<file path="src/rtl/cpfp_pkg.sv">
// cpfp_pkg: shared types, character codes and helpers for the position frame parser
// no dependencies; imported by every module of the block
package cpfp_pkg;

  localparam logic [7:0] START_CHAR  = 8'h3E;
  localparam logic [7:0] END_CHAR    = 8'h3B;
  localparam logic [7:0] OWN_DEFAULT = 8'h58;
  localparam int         SUM_W       = 6;
  localparam int         MIN_LEN     = 13;

  localparam logic CMD_BYTE    = 1'b0;
  localparam logic CMD_TIMEOUT = 1'b1;

  typedef struct packed {
    logic        frame_end;
    logic        frame_ok;
    logic [3:0]  match_now;
    logic        run_flag;
    logic [19:0] own_pos;
  } cpfp_status_t;

  function automatic logic is_digit(input logic [7:0] b);
    return (b >= 8'h30) && (b <= 8'h39);
  endfunction

endpackage

</file>
<file path="src/rtl/cpfp_frame_decode.sv">
// cpfp_frame_decode: per-byte frame state, three-byte delay line, record decode,
// checksum check and commit of the record store; uses cpfp_pkg
module cpfp_frame_decode #(
  parameter int FRAME_BYTES = 128,
  parameter int MAX_ENTRIES = 10
) (
  input  logic                               clk,
  input  logic                               rst,
  input  logic                               step,
  input  logic                               command,
  input  logic [7:0]                         rx_byte,
  input  logic [7:0]                         own_letter,
  output cpfp_pkg::cpfp_status_t             status,
  output logic [$clog2(MAX_ENTRIES+1)-1:0]   entry_total,
  output logic [7:0]                         entry_letters [MAX_ENTRIES],
  output logic [19:0]                        entry_coords [MAX_ENTRIES]
);
  import cpfp_pkg::*;

  localparam int POS_W     = $clog2(FRAME_BYTES);
  localparam int CNT_W     = $clog2(MAX_ENTRIES+1);
  localparam int LAG       = 3;
  localparam int MATCH_POS = LAG + 1;
  localparam int HEAD_LAST = LAG + 5;
  localparam int REC_LAST  = 6;
  localparam int X_LAST    = 3;

  logic              is_open, is_open_next;
  logic [POS_W-1:0]  frame_pos, frame_pos_next;
  logic              frame_broken, frame_broken_next;
  logic [7:0]        byte_delay [LAG];
  logic [7:0]        byte_delay_next [LAG];
  logic [SUM_W-1:0]  running_sum, running_sum_next;
  logic [9:0]        field_accum, field_accum_next;
  logic              head_bad, head_bad_next;
  logic [3:0]        frame_match, frame_match_next;
  logic [CNT_W-1:0]  shadow_total, shadow_total_next;
  logic              rec_fail, rec_fail_next;
  logic              rec_bad, rec_bad_next;
  logic [7:0]        rec_letter, rec_letter_next;
  logic [9:0]        rec_x, rec_x_next;
  logic [2:0]        rec_off, rec_off_next;
  logic [7:0]        shadow_letters [MAX_ENTRIES];
  logic [19:0]       shadow_coords [MAX_ENTRIES];
  logic [CNT_W-1:0]  entry_total_next;
  logic [3:0]        match_now, match_now_next;
  logic [3:0]        match_before, match_before_next;
  logic              run_flag, run_flag_next;
  logic [19:0]       own_pos, own_pos_next;
  logic              end_next, ok_next;
  logic              frame_end, frame_ok;

  logic              wr_en;
  logic [CNT_W-1:0]  wr_slot;
  logic [19:0]       wr_coord;
  logic              commit;
  logic [7:0]        view_letters [MAX_ENTRIES];
  logic [19:0]       view_coords [MAX_ENTRIES];

  always_comb begin
    logic             do_append;
    logic             do_close;
    logic [POS_W-1:0] p;
    logic [7:0]       b;
    logic [13:0]      acc_mul;
    logic [SUM_W-1:0] chk;
    logic [6:0]       cks_val;
    logic             good;
    logic             own_hit;
    logic [19:0]      own_sel;

    is_open_next      = is_open;
    frame_pos_next    = frame_pos;
    frame_broken_next = frame_broken;
    for (int i = 0; i < LAG; i++) byte_delay_next[i] = byte_delay[i];
    running_sum_next  = running_sum;
    field_accum_next  = field_accum;
    head_bad_next     = head_bad;
    frame_match_next  = frame_match;
    shadow_total_next = shadow_total;
    rec_fail_next     = rec_fail;
    rec_bad_next      = rec_bad;
    rec_letter_next   = rec_letter;
    rec_x_next        = rec_x;
    rec_off_next      = rec_off;
    entry_total_next  = entry_total;
    match_now_next    = match_now;
    match_before_next = match_before;
    run_flag_next     = run_flag;
    own_pos_next      = own_pos;
    end_next          = 1'b0;
    ok_next           = 1'b0;
    wr_en             = 1'b0;
    wr_slot           = shadow_total;
    wr_coord          = 20'd0;
    commit            = 1'b0;
    do_append         = 1'b0;
    do_close          = 1'b0;
    b                 = byte_delay[0];
    acc_mul           = 14'd0;
    chk               = '0;
    cks_val           = 7'd0;
    good              = 1'b0;
    own_hit           = 1'b0;
    own_sel           = 20'd0;

    if (command == CMD_TIMEOUT) begin
      is_open_next   = 1'b0;
      frame_pos_next = '0;
    end else if (rx_byte == START_CHAR) begin
      is_open_next      = 1'b1;
      frame_broken_next = 1'b0;
      frame_pos_next    = '0;
      running_sum_next  = '0;
      field_accum_next  = '0;
      head_bad_next     = 1'b0;
      frame_match_next  = '0;
      shadow_total_next = '0;
      rec_fail_next     = 1'b0;
      rec_bad_next      = 1'b0;
      rec_letter_next   = '0;
      rec_x_next        = '0;
      rec_off_next      = '0;
      do_append         = 1'b1;
    end else if (!is_open) begin
      is_open_next = 1'b0;
    end else if (frame_pos >= POS_W'(FRAME_BYTES-1)) begin
      is_open_next   = 1'b0;
      frame_pos_next = '0;
    end else if (rx_byte == END_CHAR) begin
      do_append = 1'b1;
      do_close  = 1'b1;
    end else begin
      if (rx_byte == 8'd0) frame_broken_next = 1'b1;
      do_append = 1'b1;
    end

    // decode the byte leaving the delay line
    p = frame_pos_next;
    wr_slot = shadow_total_next;
    if (do_append && p >= POS_W'(LAG)) begin
      running_sum_next = running_sum_next + b[SUM_W-1:0];
      if (p == POS_W'(LAG)) begin
        head_bad_next = head_bad_next;
      end else if (p <= POS_W'(HEAD_LAST)) begin
        if (!is_digit(b)) head_bad_next = 1'b1;
        else if (p == POS_W'(MATCH_POS)) frame_match_next = b[3:0];
      end else begin
        rec_off_next = (rec_off_next == 3'(REC_LAST)) ? 3'd0 : rec_off_next + 3'd1;
        if (!rec_fail_next && shadow_total_next < CNT_W'(MAX_ENTRIES)) begin
          if (rec_off == 3'd0 || p == POS_W'(HEAD_LAST+1)) begin
            rec_letter_next  = b;
            rec_bad_next     = 1'b0;
            field_accum_next = '0;
          end else begin
            if (is_digit(b)) begin
              acc_mul = {1'b0, field_accum_next, 3'b000} + {3'b000, field_accum_next, 1'b0};
              acc_mul = acc_mul + {10'd0, b[3:0]};
              field_accum_next = acc_mul[9:0];
            end else begin
              rec_bad_next = 1'b1;
            end
            if (rec_off == 3'(X_LAST)) begin
              rec_x_next       = field_accum_next;
              field_accum_next = '0;
            end else if (rec_off == 3'(REC_LAST)) begin
              if (rec_bad_next) begin
                rec_fail_next = 1'b1;
              end else begin
                wr_en             = 1'b1;
                wr_coord          = {rec_x_next, field_accum_next};
                shadow_total_next = shadow_total_next + CNT_W'(1);
              end
            end
          end
        end
      end
    end
    if (do_append) begin
      for (int i = 0; i < LAG-1; i++) byte_delay_next[i] = byte_delay[i+1];
      byte_delay_next[LAG-1] = rx_byte;
      frame_pos_next = p + POS_W'(1);
    end

    for (int i = 0; i < MAX_ENTRIES; i++) begin
      view_letters[i] = (wr_en && wr_slot == CNT_W'(i)) ? rec_letter_next : shadow_letters[i];
      view_coords[i]  = (wr_en && wr_slot == CNT_W'(i)) ? wr_coord : shadow_coords[i];
    end

    // checksum and commit
    chk     = running_sum_next + END_CHAR[SUM_W-1:0];
    cks_val = {byte_delay_next[0][3:0], 3'b000} + {2'b00, byte_delay_next[0][3:0], 1'b0}
              + {3'b000, byte_delay_next[1][3:0]};
    good = !frame_broken_next && (frame_pos_next >= POS_W'(MIN_LEN))
           && is_digit(byte_delay_next[0]) && is_digit(byte_delay_next[1])
           && ({1'b0, chk} == cks_val) && !head_bad_next;
    for (int i = 0; i < MAX_ENTRIES; i++) begin
      if (CNT_W'(i) < shadow_total_next && view_letters[i] == own_letter) begin
        own_hit = 1'b1;
        own_sel = view_coords[i];
      end
    end
    if (do_close) begin
      end_next = 1'b1;
      if (good) begin
        commit           = 1'b1;
        match_now_next   = frame_match_next;
        entry_total_next = shadow_total_next;
        if (own_hit) own_pos_next = own_sel;
        if (!rec_fail_next && shadow_total_next != '0) begin
          ok_next = 1'b1;
          if (frame_match_next == 4'd1 && match_before == 4'd0) run_flag_next = 1'b1;
          match_before_next = frame_match_next;
        end
      end
      is_open_next   = 1'b0;
      frame_pos_next = '0;
    end
  end

  always_ff @(posedge clk) begin
    if (rst) begin
      is_open      <= 1'b0;
      frame_pos    <= '0;
      frame_broken <= 1'b0;
      for (int i = 0; i < LAG; i++) byte_delay[i] <= '0;
      running_sum  <= '0;
      field_accum  <= '0;
      head_bad     <= 1'b0;
      frame_match  <= '0;
      shadow_total <= '0;
      rec_fail     <= 1'b0;
      rec_bad      <= 1'b0;
      rec_letter   <= '0;
      rec_x        <= '0;
      rec_off      <= '0;
      entry_total  <= '0;
      match_now    <= '0;
      match_before <= '0;
      run_flag     <= 1'b0;
      own_pos      <= '0;
      frame_end    <= 1'b0;
      frame_ok     <= 1'b0;
    end else if (step) begin
      is_open      <= is_open_next;
      frame_pos    <= frame_pos_next;
      frame_broken <= frame_broken_next;
      for (int i = 0; i < LAG; i++) byte_delay[i] <= byte_delay_next[i];
      running_sum  <= running_sum_next;
      field_accum  <= field_accum_next;
      head_bad     <= head_bad_next;
      frame_match  <= frame_match_next;
      shadow_total <= shadow_total_next;
      rec_fail     <= rec_fail_next;
      rec_bad      <= rec_bad_next;
      rec_letter   <= rec_letter_next;
      rec_x        <= rec_x_next;
      rec_off      <= rec_off_next;
      entry_total  <= entry_total_next;
      match_now    <= match_now_next;
      match_before <= match_before_next;
      run_flag     <= run_flag_next;
      own_pos      <= own_pos_next;
      frame_end    <= end_next;
      frame_ok     <= ok_next;
    end
  end

  always_ff @(posedge clk) begin
    if (step) begin
      for (int i = 0; i < MAX_ENTRIES; i++) begin
        shadow_letters[i] <= view_letters[i];
        shadow_coords[i]  <= view_coords[i];
        if (commit) begin
          entry_letters[i] <= view_letters[i];
          entry_coords[i]  <= view_coords[i];
        end
      end
    end
  end

  assign status.frame_end = frame_end;
  assign status.frame_ok  = frame_ok;
  assign status.match_now = match_now;
  assign status.run_flag  = run_flag;
  assign status.own_pos   = own_pos;

  a_shadow_bound: assert property (@(posedge clk) disable iff (rst)
    shadow_total <= CNT_W'(MAX_ENTRIES) && entry_total <= CNT_W'(MAX_ENTRIES))
    else $error("record count beyond store depth");

  a_run_sticky: assert property (@(posedge clk) disable iff (rst)
    $past(run_flag) && !$past(rst) |-> run_flag)
    else $error("running flag cleared");

  a_ok_needs_end: assert property (@(posedge clk) disable iff (rst)
    status.frame_ok |-> status.frame_end)
    else $error("frame ok without frame end");

endmodule

</file>
<file path="src/rtl/cpfp_entry_scan.sv">
// cpfp_entry_scan: result register; finds the first stored record not under the own letter
// uses cpfp_pkg; fed by cpfp_frame_decode
module cpfp_entry_scan #(
  parameter int MAX_ENTRIES = 10
) (
  input  logic                             clk,
  input  logic                             load,
  input  cpfp_pkg::cpfp_status_t           status,
  input  logic [$clog2(MAX_ENTRIES+1)-1:0] entry_total,
  input  logic [7:0]                       entry_letters [MAX_ENTRIES],
  input  logic [19:0]                      entry_coords [MAX_ENTRIES],
  input  logic [7:0]                       own_letter,
  output logic                             frame_end,
  output logic                             frame_ok,
  output logic [3:0]                       match_bit,
  output logic                             running,
  output logic [9:0]                       own_x,
  output logic [9:0]                       own_y,
  output logic [$clog2(MAX_ENTRIES+1)-1:0] entry_count,
  output logic                             other_valid,
  output logic [9:0]                       other_x,
  output logic [9:0]                       other_y
);
  import cpfp_pkg::*;

  localparam int CNT_W = $clog2(MAX_ENTRIES+1);

  logic        hit;
  logic [19:0] sel;

  // descending pass so the lowest matching slot wins
  always_comb begin
    hit = 1'b0;
    sel = 20'd0;
    for (int i = MAX_ENTRIES-1; i >= 0; i--) begin
      if (CNT_W'(i) < entry_total && entry_letters[i] != own_letter) begin
        hit = 1'b1;
        sel = entry_coords[i];
      end
    end
  end

  always_ff @(posedge clk) begin
    if (load) begin
      frame_end   <= status.frame_end;
      frame_ok    <= status.frame_ok;
      match_bit   <= status.match_now;
      running     <= status.run_flag;
      own_x       <= status.own_pos[19:10];
      own_y       <= status.own_pos[9:0];
      entry_count <= entry_total;
      other_valid <= hit;
      other_x     <= sel[19:10];
      other_y     <= sel[9:0];
    end
  end

endmodule

</file>
<file path="src/rtl/checksummed_position_frame_parser_unit.sv">
// checksummed_position_frame_parser_unit: top level with input, decode and result stages
// uses cpfp_pkg, cpfp_frame_decode and cpfp_entry_scan
// The unit takes one beat per clock while in_ready is high: a received byte or a silence
// timeout. Each beat gives exactly one result beat: the input register loads at the accepting
// edge, then the frame state updates, then the result register loads. The three stages
// fill independently, so input keeps flowing while up to two results wait on a stalled
// output. own_letter is written through the
// cfg channel, which is always ready, and should be changed only while no beat is in flight.
module checksummed_position_frame_parser_unit #(
  parameter int FRAME_BYTES = 128,
  parameter int MAX_ENTRIES = 10
) (
  input  logic                             clk,
  input  logic                             rst,
  input  logic                             in_valid,
  output logic                             in_ready,
  input  logic                             command,
  input  logic [7:0]                       rx_byte,
  output logic                             out_valid,
  input  logic                             out_ready,
  output logic                             frame_end,
  output logic                             frame_ok,
  output logic [3:0]                       match_bit,
  output logic                             running,
  output logic [9:0]                       own_x,
  output logic [9:0]                       own_y,
  output logic [$clog2(MAX_ENTRIES+1)-1:0] entry_count,
  output logic                             other_valid,
  output logic [9:0]                       other_x,
  output logic [9:0]                       other_y,
  input  logic                             cfg_valid,
  output logic                             cfg_ready,
  input  logic [7:0]                       cfg_data
);
  import cpfp_pkg::*;

  localparam int CNT_W = $clog2(MAX_ENTRIES+1);

  logic             s1_valid;
  logic             s1_command;
  logic [7:0]       s1_byte;
  logic             s2_valid;
  logic             load_o, load_2, load_1;
  logic [7:0]       own_letter;
  cpfp_status_t     status;
  logic [CNT_W-1:0] entry_total;
  logic [7:0]       entry_letters [MAX_ENTRIES];
  logic [19:0]      entry_coords [MAX_ENTRIES];

  assign load_o    = !out_valid || out_ready;
  assign load_2    = !s2_valid || load_o;
  assign load_1    = !s1_valid || load_2;
  assign in_ready  = load_1;
  assign cfg_ready = 1'b1;

  always_ff @(posedge clk) begin
    if (rst) begin
      s1_valid   <= 1'b0;
      s2_valid   <= 1'b0;
      out_valid  <= 1'b0;
      own_letter <= OWN_DEFAULT;
    end else begin
      if (load_1) s1_valid <= in_valid;
      if (load_2) s2_valid <= s1_valid;
      if (load_o) out_valid <= s2_valid;
      if (cfg_valid) own_letter <= cfg_data;
    end
  end

  always_ff @(posedge clk) begin
    if (in_valid && load_1) begin
      s1_command <= command;
      s1_byte    <= rx_byte;
    end
  end

  cpfp_frame_decode #(
    .FRAME_BYTES (FRAME_BYTES),
    .MAX_ENTRIES (MAX_ENTRIES)
  ) u_decode (
    .clk           (clk),
    .rst           (rst),
    .step          (s1_valid && load_2),
    .command       (s1_command),
    .rx_byte       (s1_byte),
    .own_letter    (own_letter),
    .status        (status),
    .entry_total   (entry_total),
    .entry_letters (entry_letters),
    .entry_coords  (entry_coords)
  );

  cpfp_entry_scan #(
    .MAX_ENTRIES (MAX_ENTRIES)
  ) u_scan (
    .clk           (clk),
    .load          (s2_valid && load_o),
    .status        (status),
    .entry_total   (entry_total),
    .entry_letters (entry_letters),
    .entry_coords  (entry_coords),
    .own_letter    (own_letter),
    .frame_end     (frame_end),
    .frame_ok      (frame_ok),
    .match_bit     (match_bit),
    .running       (running),
    .own_x         (own_x),
    .own_y         (own_y),
    .entry_count   (entry_count),
    .other_valid   (other_valid),
    .other_x       (other_x),
    .other_y       (other_y)
  );

  a_accept_fills: assert property (@(posedge clk) disable iff (rst)
    in_valid && in_ready |=> s1_valid)
    else $error("accepted beat lost at input stage");

  a_ok_with_end: assert property (@(posedge clk) disable iff (rst)
    out_valid && frame_ok |-> frame_end)
    else $error("frame ok reported without frame end");

endmodule

</file>
<file path="config.mk">
export PLATFORM = sky130hd
export DESIGN_NAME = checksummed_position_frame_parser_unit
export DESIGN_NICKNAME = d
export VERILOG_FILES = /design/src/rtl/cpfp_pkg.sv /design/src/rtl/cpfp_frame_decode.sv /design/src/rtl/cpfp_entry_scan.sv /design/src/rtl/checksummed_position_frame_parser_unit.sv
export SDC_FILE = /design/constraint.sdc
export NUM_CORES = 1
export LEC_CHECK = 0
export BUFFER_PORTS_ARGS = -buffer_cell sky130_fd_sc_hd__buf_2
export CAP_MARGIN = 10
export CORE_MARGIN = 5
export CORE_UTILIZATION = 40
export DETAILED_ROUTE_END_ITERATION = 10
export HOLD_SLACK_MARGIN = 0.08
export PLACE_DENSITY = 0.61
export SETUP_SLACK_MARGIN = 0.4
export SYNTH_ARGS = -nofsm -noshare
export SYNTH_HDL_FRONTEND = slang
export SYNTH_HIERARCHICAL = 1
export SYNTH_SLANG_ARGS = --single-unit
</file>
<file path="constraint.sdc">
create_clock -name clk -period 58.8 [get_ports clk]
set_input_delay 2.94 -clock clk [delete_from_list [all_inputs] [get_ports clk]]
set_output_delay 2.94 -clock clk [all_outputs]
set_load 0.1 [all_outputs]
</file>
==> out/metrics.yaml, run 1 <==
outcome: "completed"
synth_cells: 3094
cts_tree: "built"
yosysWarnings: 6
crit_type: "register to register"
synth_edf_count: 645
fillCellCount: 8073
ant_nets: 0
synth_compound_area_share_pct: 15.2
synthXorXnorAreaFrac_pct: 3.95
power_density_nw_per_um2: 29.5
fmax_mhz: 135
seqCellArea_um2: 21400
dr.first_iter.drc_count: 3213
finalSetupViolations: 0
cts_buffer_depth: 3
remaining_drc_errors: 0
antenna_found_initial: 3
synth_top_family_by_area: "compound AO/OA/AOI/OAI gates"
gr-usage-all-layers_pct: 24.1
grt_pass1_vias: 25200
synth.distinct_cells: 101
synth_area_um2: 35500
synth.mux.area_fraction_pct: 2.31
drt-total-wl_mm: 118
tightest_slew_ns: 1.17
die_width_um: 308
die_y_um: 308
synth_simple_gate_area_share_pct: 13.1
fin_util_pct: 45.3
area_growth_pct: 12.5
grt_max_degree: 191
final_hold_viol_count: 0
skew_ns: 0.0273
p_leak_nw: 14.3
overflow: 0
htreeDepth: 3
synth-async-reset-ratio_pct: 0
slew_violations: 0
ys_seq_area_share_pct: 60.4
relSlewSlack_pct: 22.1
r2r_start: "s1_byte[0]"
ctsHoldBuffers: 0
start_kind: "register"
core_um2: 88200
cap_violations: 0
drive_gt1_share_pct: 11.8
grt_pass1_wl_mm: 172
avgSynthCellArea_um2: 11.5
root_buffer: "clkbuf_16"
start_util_pct: 40.2
cts_buffers: 82
vdd_drop_max_v: 0.0000242
vias: 26600
vias_per_cell: 6.08
finalNetCount: 3190
fin_crit_ns: 7.40
clock_latency_ns: 0.65
firstDrtPassIters: 8
cts_post_setup_buffers_inserted: 0
holdCritStartpoint: "u_decode/frame_ok"
synthAdderAreaFrac_pct: 1.39
critical_path.max_fanout: 21
synth_fp_nets: 3153
worstSetupEndpointType: "register"
holdCritPathClass: "register to register"
ios: 77
rsz0062_at_grt: "no"
synth_ff_type: "edfxtp_1"
critPathArrivalTime_ns: 7.89
finalCritPeriodShare_pct: 12.6
cts_resized: 0
final_common_cell: "edfxtp_1"
port_buffers: 75
clock_sink_count: 748
wl_per_cell_um: 27.1
tns_ns: 0
fp-row-count: 109
crit_start: "s1_byte[0]"
required_ns: 59.29
final_cell_mix: "edfxtp_1 (645), nand2_1 (410), o21ai_0 (290)"
post-dp-hpwl_mm: 72.6
ys_ff_latch: 748
multi_input_area_um2: 12900
gp_congestion: 0.951
dieArea_um2: 94800
clk_pin_slew_ns: 0.06
[synthesized netlist by cell type (all sizes together), types with 15 or more instances]
master / n / share of area (%)
a221oi: 30 / 0.74
o221ai: 41 / 1.0
a21oi: 114 / 1.6
o21bai: 17 / 0.36
nor4: 29 / 0.51
nor2: 173 / 1.9
and2: 31 / 0.55
nor2b: 30 / 0.56
nor3: 43 / 0.72
a211oi: 46 / 1.0
buf: 69 / 1.3
dfxtp: 103 / 5.8
o211ai: 16 / 0.34
nand4: 33 / 0.58
o22ai: 31 / 0.55
and3: 32 / 0.56
mux2i: 75 / 2.2
ha: 33 / 1.2
xor2: 70 / 1.7
a31oi: 23 / 0.41
o31ai: 19 / 0.40
o211a: 21 / 0.59
nor3b: 15 / 0.32
clkbuf: 136 / 1.4
inv: 87 / 0.92
nand2: 411 / 4.4
a222oi: 17 / 0.48
a311oi: 18 / 0.46
o21ai: 293 / 4.1
nand2b: 36 / 0.63
edfxtp: 645 / 55
nand3: 61 / 0.86
xnor2: 90 / 2.2
[logic make-up (layout without fill, tap and decap cells)]
logic type / count (synthesis) / in the layout
mux: 80 / 80
flops: 748 / 748
xor+xnor: 160 / 160
simple gates: 963 / 963
other cells: 1 / 2
fa+ha+maj: 37 / 37
buf+inv: 295 / 400
compound gates: 810 / 810
[cell type report]
class,instances,area share [%]
Timing Repair Buffer,158,2.56
Clock buffer,111,5.72
Antenna cell,1,0.00626
Multi-Input combinational cell,2051,32.4
Inverter,90,0.846
Sequential cell,748,53.7
Tap cell,1165,3.65
Clock inverter,41,1.21
[per-stage QoR]
step / hold slack (ns) / power, W / instances / worst slack [ns] / cell area (um^2)
3_3_place_gp: 0.418 / 0.000657 / 4210 / 51.45 / 37200
2_1_floorplan: 0.408 / 0.000643 / 3094 / 31.67 / 35500
5_1_grt: 0.434 / 0.00121 / 4364 / 51.16 / 39900
4_1_cts: 0.429 / 0.00119 / 4362 / 51.60 / 39900
6_report: 0.429 / 0.00118 / 4365 / 51.40 / 39900
3_5_place_dp: 0.419 / 0.000658 / 4210 / 51.33 / 37200
[worst max-delay path, cell delays in order, from the launching register on]
cell and delay [ns]:
edfxtp_1 0.41, or4b_4 0.59, nor2_4 0.22, nor3_1 0.14, and2_1 0.23, inv_1 0.06
ha_1 0.14, or4b_1 0.49, o211a_1 0.27, o221ai_2 0.17, buf_4 0.33, nor3_1 0.21
mux2_2 0.37, a21bo_2 0.22, a221oi_1 0.34, nand4b_1 0.74, nand2_1 0.82, nor4_1 0.11
buf_4 0.19, nor2_2 0.52, buf_4 0.38, o211a_1 0.19, nor3_1 0.04
[power breakdown]
group | total [W] | switching, W | internal, W
logic | 0.0000578 | 0.0000414 | 0.0000164
registers | 0.000591 | 0.00000492 | 0.000586
clock network | 0.000531 | 0.000218 | 0.000313
[worst paths after layout]
kind                                        endpoint  slack, ns  cells past startpoint
worst min-delay path                 u_scan/frame_ok       0.43                      0
worst max register to register  u_decode/own_pos[10]      51.40                     22
worst max-delay path            u_decode/own_pos[10]      51.40                     22
worst min register to register       u_scan/frame_ok       0.43                      0
[registers in the layout (all words and copies together), names as in the netlist, 10 cells and up]
register / count
u_decode/entry_coords: 200
u_decode/shadow_coords: 200
u_decode/entry_letters: 80
u_decode/shadow_letters: 80
u_decode/byte_delay: 24
u_decode/own_pos: 20
u_decode/field_accum: 10
u_decode/rec_x: 10
u_scan/other_x: 10
u_scan/other_y: 10
u_scan/own_x: 10
u_scan/own_y: 10
[routing by layer]
metal,vias to the layer above,track usage (%),part of all wire (%)
met4,0,8.68,3.9
met1,13000,33.7,42
met3,288,4.81,9.9
met5,-,0,0
li1,11700,-,-
met2,1539,37.8,45
(Power assumes the default switching activity.)
==> inputs of run 2 (changes only) <==
clock period = 7.61 ns   (was 58.8 ns; I/O delays follow)
==> run 2 against run 1 <==
Compared with the run above:
- combinational power increased to 7.9 times the previous value
- critical endpoint is now u_decode/own_pos[17]
- first-iteration DRC count increased by 0.68%
- core utilization increased by 0.53 points
- clock-buffer cell count increased by 1
- highest routed layer unchanged
- register-to-register slack got worse by 50 ns
- sequential cell count unchanged
==> out/metrics.yaml, run 2 (synthesized netlist as in run 1, its figures left out) <==
slew_violations: 0  # unchanged
placed_cell_area_um2: 37400  # +0.64%
worstPathCellList: "or4b_4, nor2_4, nor3_1, and2_1, inv_1, ha_1, nor4b_1, a31o_2, and2_1, a31oi_1, buf_4, a21oi_1, a21oi_1, a211oi_1, nand3_1, buf_4, and2_0, and3_1, a211oi_1, o211ai_1, o21ai_1"
cts_post_setup_buffers_inserted: 0  # unchanged
tightest_slew_ns: 1.42  # +0.248 ns
required_ns: 8.17  # -51.12 ns
dr.first_iter.drc_count: 3235  # +0.68%
final_hold_viol_count: 0  # unchanged
cap_violations: 0  # unchanged
reg2reg_slack_ns: 0.93  # -50.48 ns
cts_tree: "built"
clock_sink_count: 748  # unchanged
cts_resized: 0  # unchanged
port_buffers: 75  # unchanged
vias_per_cell: 6.05  # -0.53%
holdCritPathClass: "primary input to register"
overflow: 0  # unchanged
ctsHoldBuffers: 19  # +19
placed_cells: 4227  # +0.40%
tns_ns: 0  # unchanged
cts_buffers: 84  # +2.4%
finalCritPeriodShare_pct: 87.8  # +75 points
p_leak_nw: 14.5  # +1.6%
m1WireLength_mm: 48.7  # -0.96%
area_growth_pct: 13.9
rsz0062_at_grt: "no"
wl_per_cell_um: 26.9  # -0.75%
core_um2: 88200  # unchanged
skew_ns: 0.0303  # +0.00302 ns
reg2reg_depth: 21  # -4.5%
final_cell_mix: "edfxtp_1 (645), nand2_1 (410), o21ai_0 (289)"
p_clk_share_pct: 45.2  # +0.2 points
slowest_stage: "or4b_4"
p_int_w: 0.00710  # +680%
firstDrtPassIters: 6  # -2
grt_pass1_vias: 25200  # +0.19%
clk_pin_slew_ns: 0.06  # about the same
critical_path.max_fanout: 30  # +43%
remaining_drc_errors: 0  # unchanged
cp.buffers_inverters: 3  # -1
final_common_cell: "edfxtp_1"
clock_latency_ns: 0.64  # about the same
vias: 26700  # +0.34%
critPathArrivalTime_ns: 7.25  # -0.64 ns
relSlewSlack_pct: 4.77  # -17 points
cp_top_family: "simple AND/OR/NAND/NOR gates"
swShare_pct: 22.4  # +0.026 points
wl_met3_mm: 11.6  # -0.63%
start_kind: "register"
fp-row-count: 109  # unchanged
r2r_start: "s1_byte[0]"
finalNonFillerCells: 4403  # +0.87%
die_width_um: 308  # unchanged
die_y_um: 308  # unchanged
holdCritStartpoint: "rst"
ios: 77  # unchanged
root_buffer: "clkbuf_16"
antenna_found_initial: 2  # -1
stdcell_area_um2: 40400  # +1.2%
finalPower_w: 0.00916  # +680%
htreeDepth: 3  # unchanged
finalNetCount: 3226  # +1.1%
ant_nets: 0  # unchanged
post-place-ws_ns: 1.13  # -50.20 ns
holdPathEnd: "u_decode/running_sum[5]"
gp_congestion: 0.944  # -0.75%
post-dp-hpwl_mm: 76.0  # +4.8%
met2WireLength_mm: 53.7  # +1.3%
top_layer: "met4"
outcome: "completed"
reg.largest.list: "u_decode/entry_coords (200), u_decode/shadow_coords (200)"
fillCellCount: 8076  # +0.037%
gr-usage-all-layers_pct: 24.2  # +0.081 points
grt_max_degree: 166  # -13%
p_seq_share_pct: 49.8  # -0.3 points
grt_pass1_wl_mm: 172  # +0.42%
hold_path_depth: 2  # +2
vdd_drop_max_v: 0.000164  # +580%
dieArea_um2: 94800  # unchanged
fmax_mhz: 150  # +11%
slowest_delay_ns: 0.60  # -0.22 ns
cts_buffer_depth: 3  # unchanged
crit_type: "register to register"
rr_endpoint: "u_decode/own_pos[17]"
start_util_pct: 40.2  # unchanged
drive_gt1_share_pct: 12.6  # +0.89 points
switching_power_w: 0.00205  # +680%
fin_ws_ns: 0.928  # -50.48 ns
worstSetupEndpointType: "register"
fin_crit_ns: 6.68  # -0.714 ns
drt-total-wl_mm: 119  # +0.12%
power_frac_comb_pct: 5.0  # about the same
finalSetupViolations: 0  # unchanged
power_density_nw_per_um2: 227  # +670%
## run 2: per-layer routing
metal | track usage, % | up-vias
met3 | 4.61 | 284
met5 | 0 | -
li1 | - | 11800
met1 | 33.8 | 13100
met4 | 7.95 | 0
met2 | 38.4 | 1447
## run 2: final cells by class
cell class	instances	area, um^2	area share, %
well taps	1165	1460	3.61
inverters	90	352	0.870
repair buffers	192	1380	3.41
multi-input cells	2051	13000	32.1
clock inverters	43	395	0.978
clock buffers	112	2420	6.00
diodes	2	5.00	0.0124
flip-flops and latches	748	21400	53.0
## run 2: how the worst max path moves through the flow
stage | from | to | cells after the start
floorplan | out_valid | u_decode/own_pos[8] | 11
global placement | s1_byte[0] | u_decode/own_pos[17] | 17
detailed placement | s1_byte[0] | u_decode/own_pos[17] | 16
CTS | s1_byte[0] | u_decode/own_pos[17] | 16
global route | s1_byte[0] | u_decode/own_pos[15] | 20
finish | s1_byte[0] | u_decode/own_pos[17] | 21
## run 2: per-stage QoR
step,hold WS (ns),util (%)
CTS,0.113,45.8
global route,0.138,45.8
global placement,0.416,42.4
floorplan,0.408,-
finish,0.153,45.8
detailed placement,0.421,42.4
## run 2: power by group through the flow
stage	logic [W]	registers [W]	clock network (W)
finish	0.000456	0.00457	0.00414
global route	0.000487	0.00457	0.00436
CTS	0.000448	0.00456	0.00419
detailed placement	0.000440	0.00465	0
global placement	0.000436	0.00465	0
floorplan	0.000278	0.00467	0
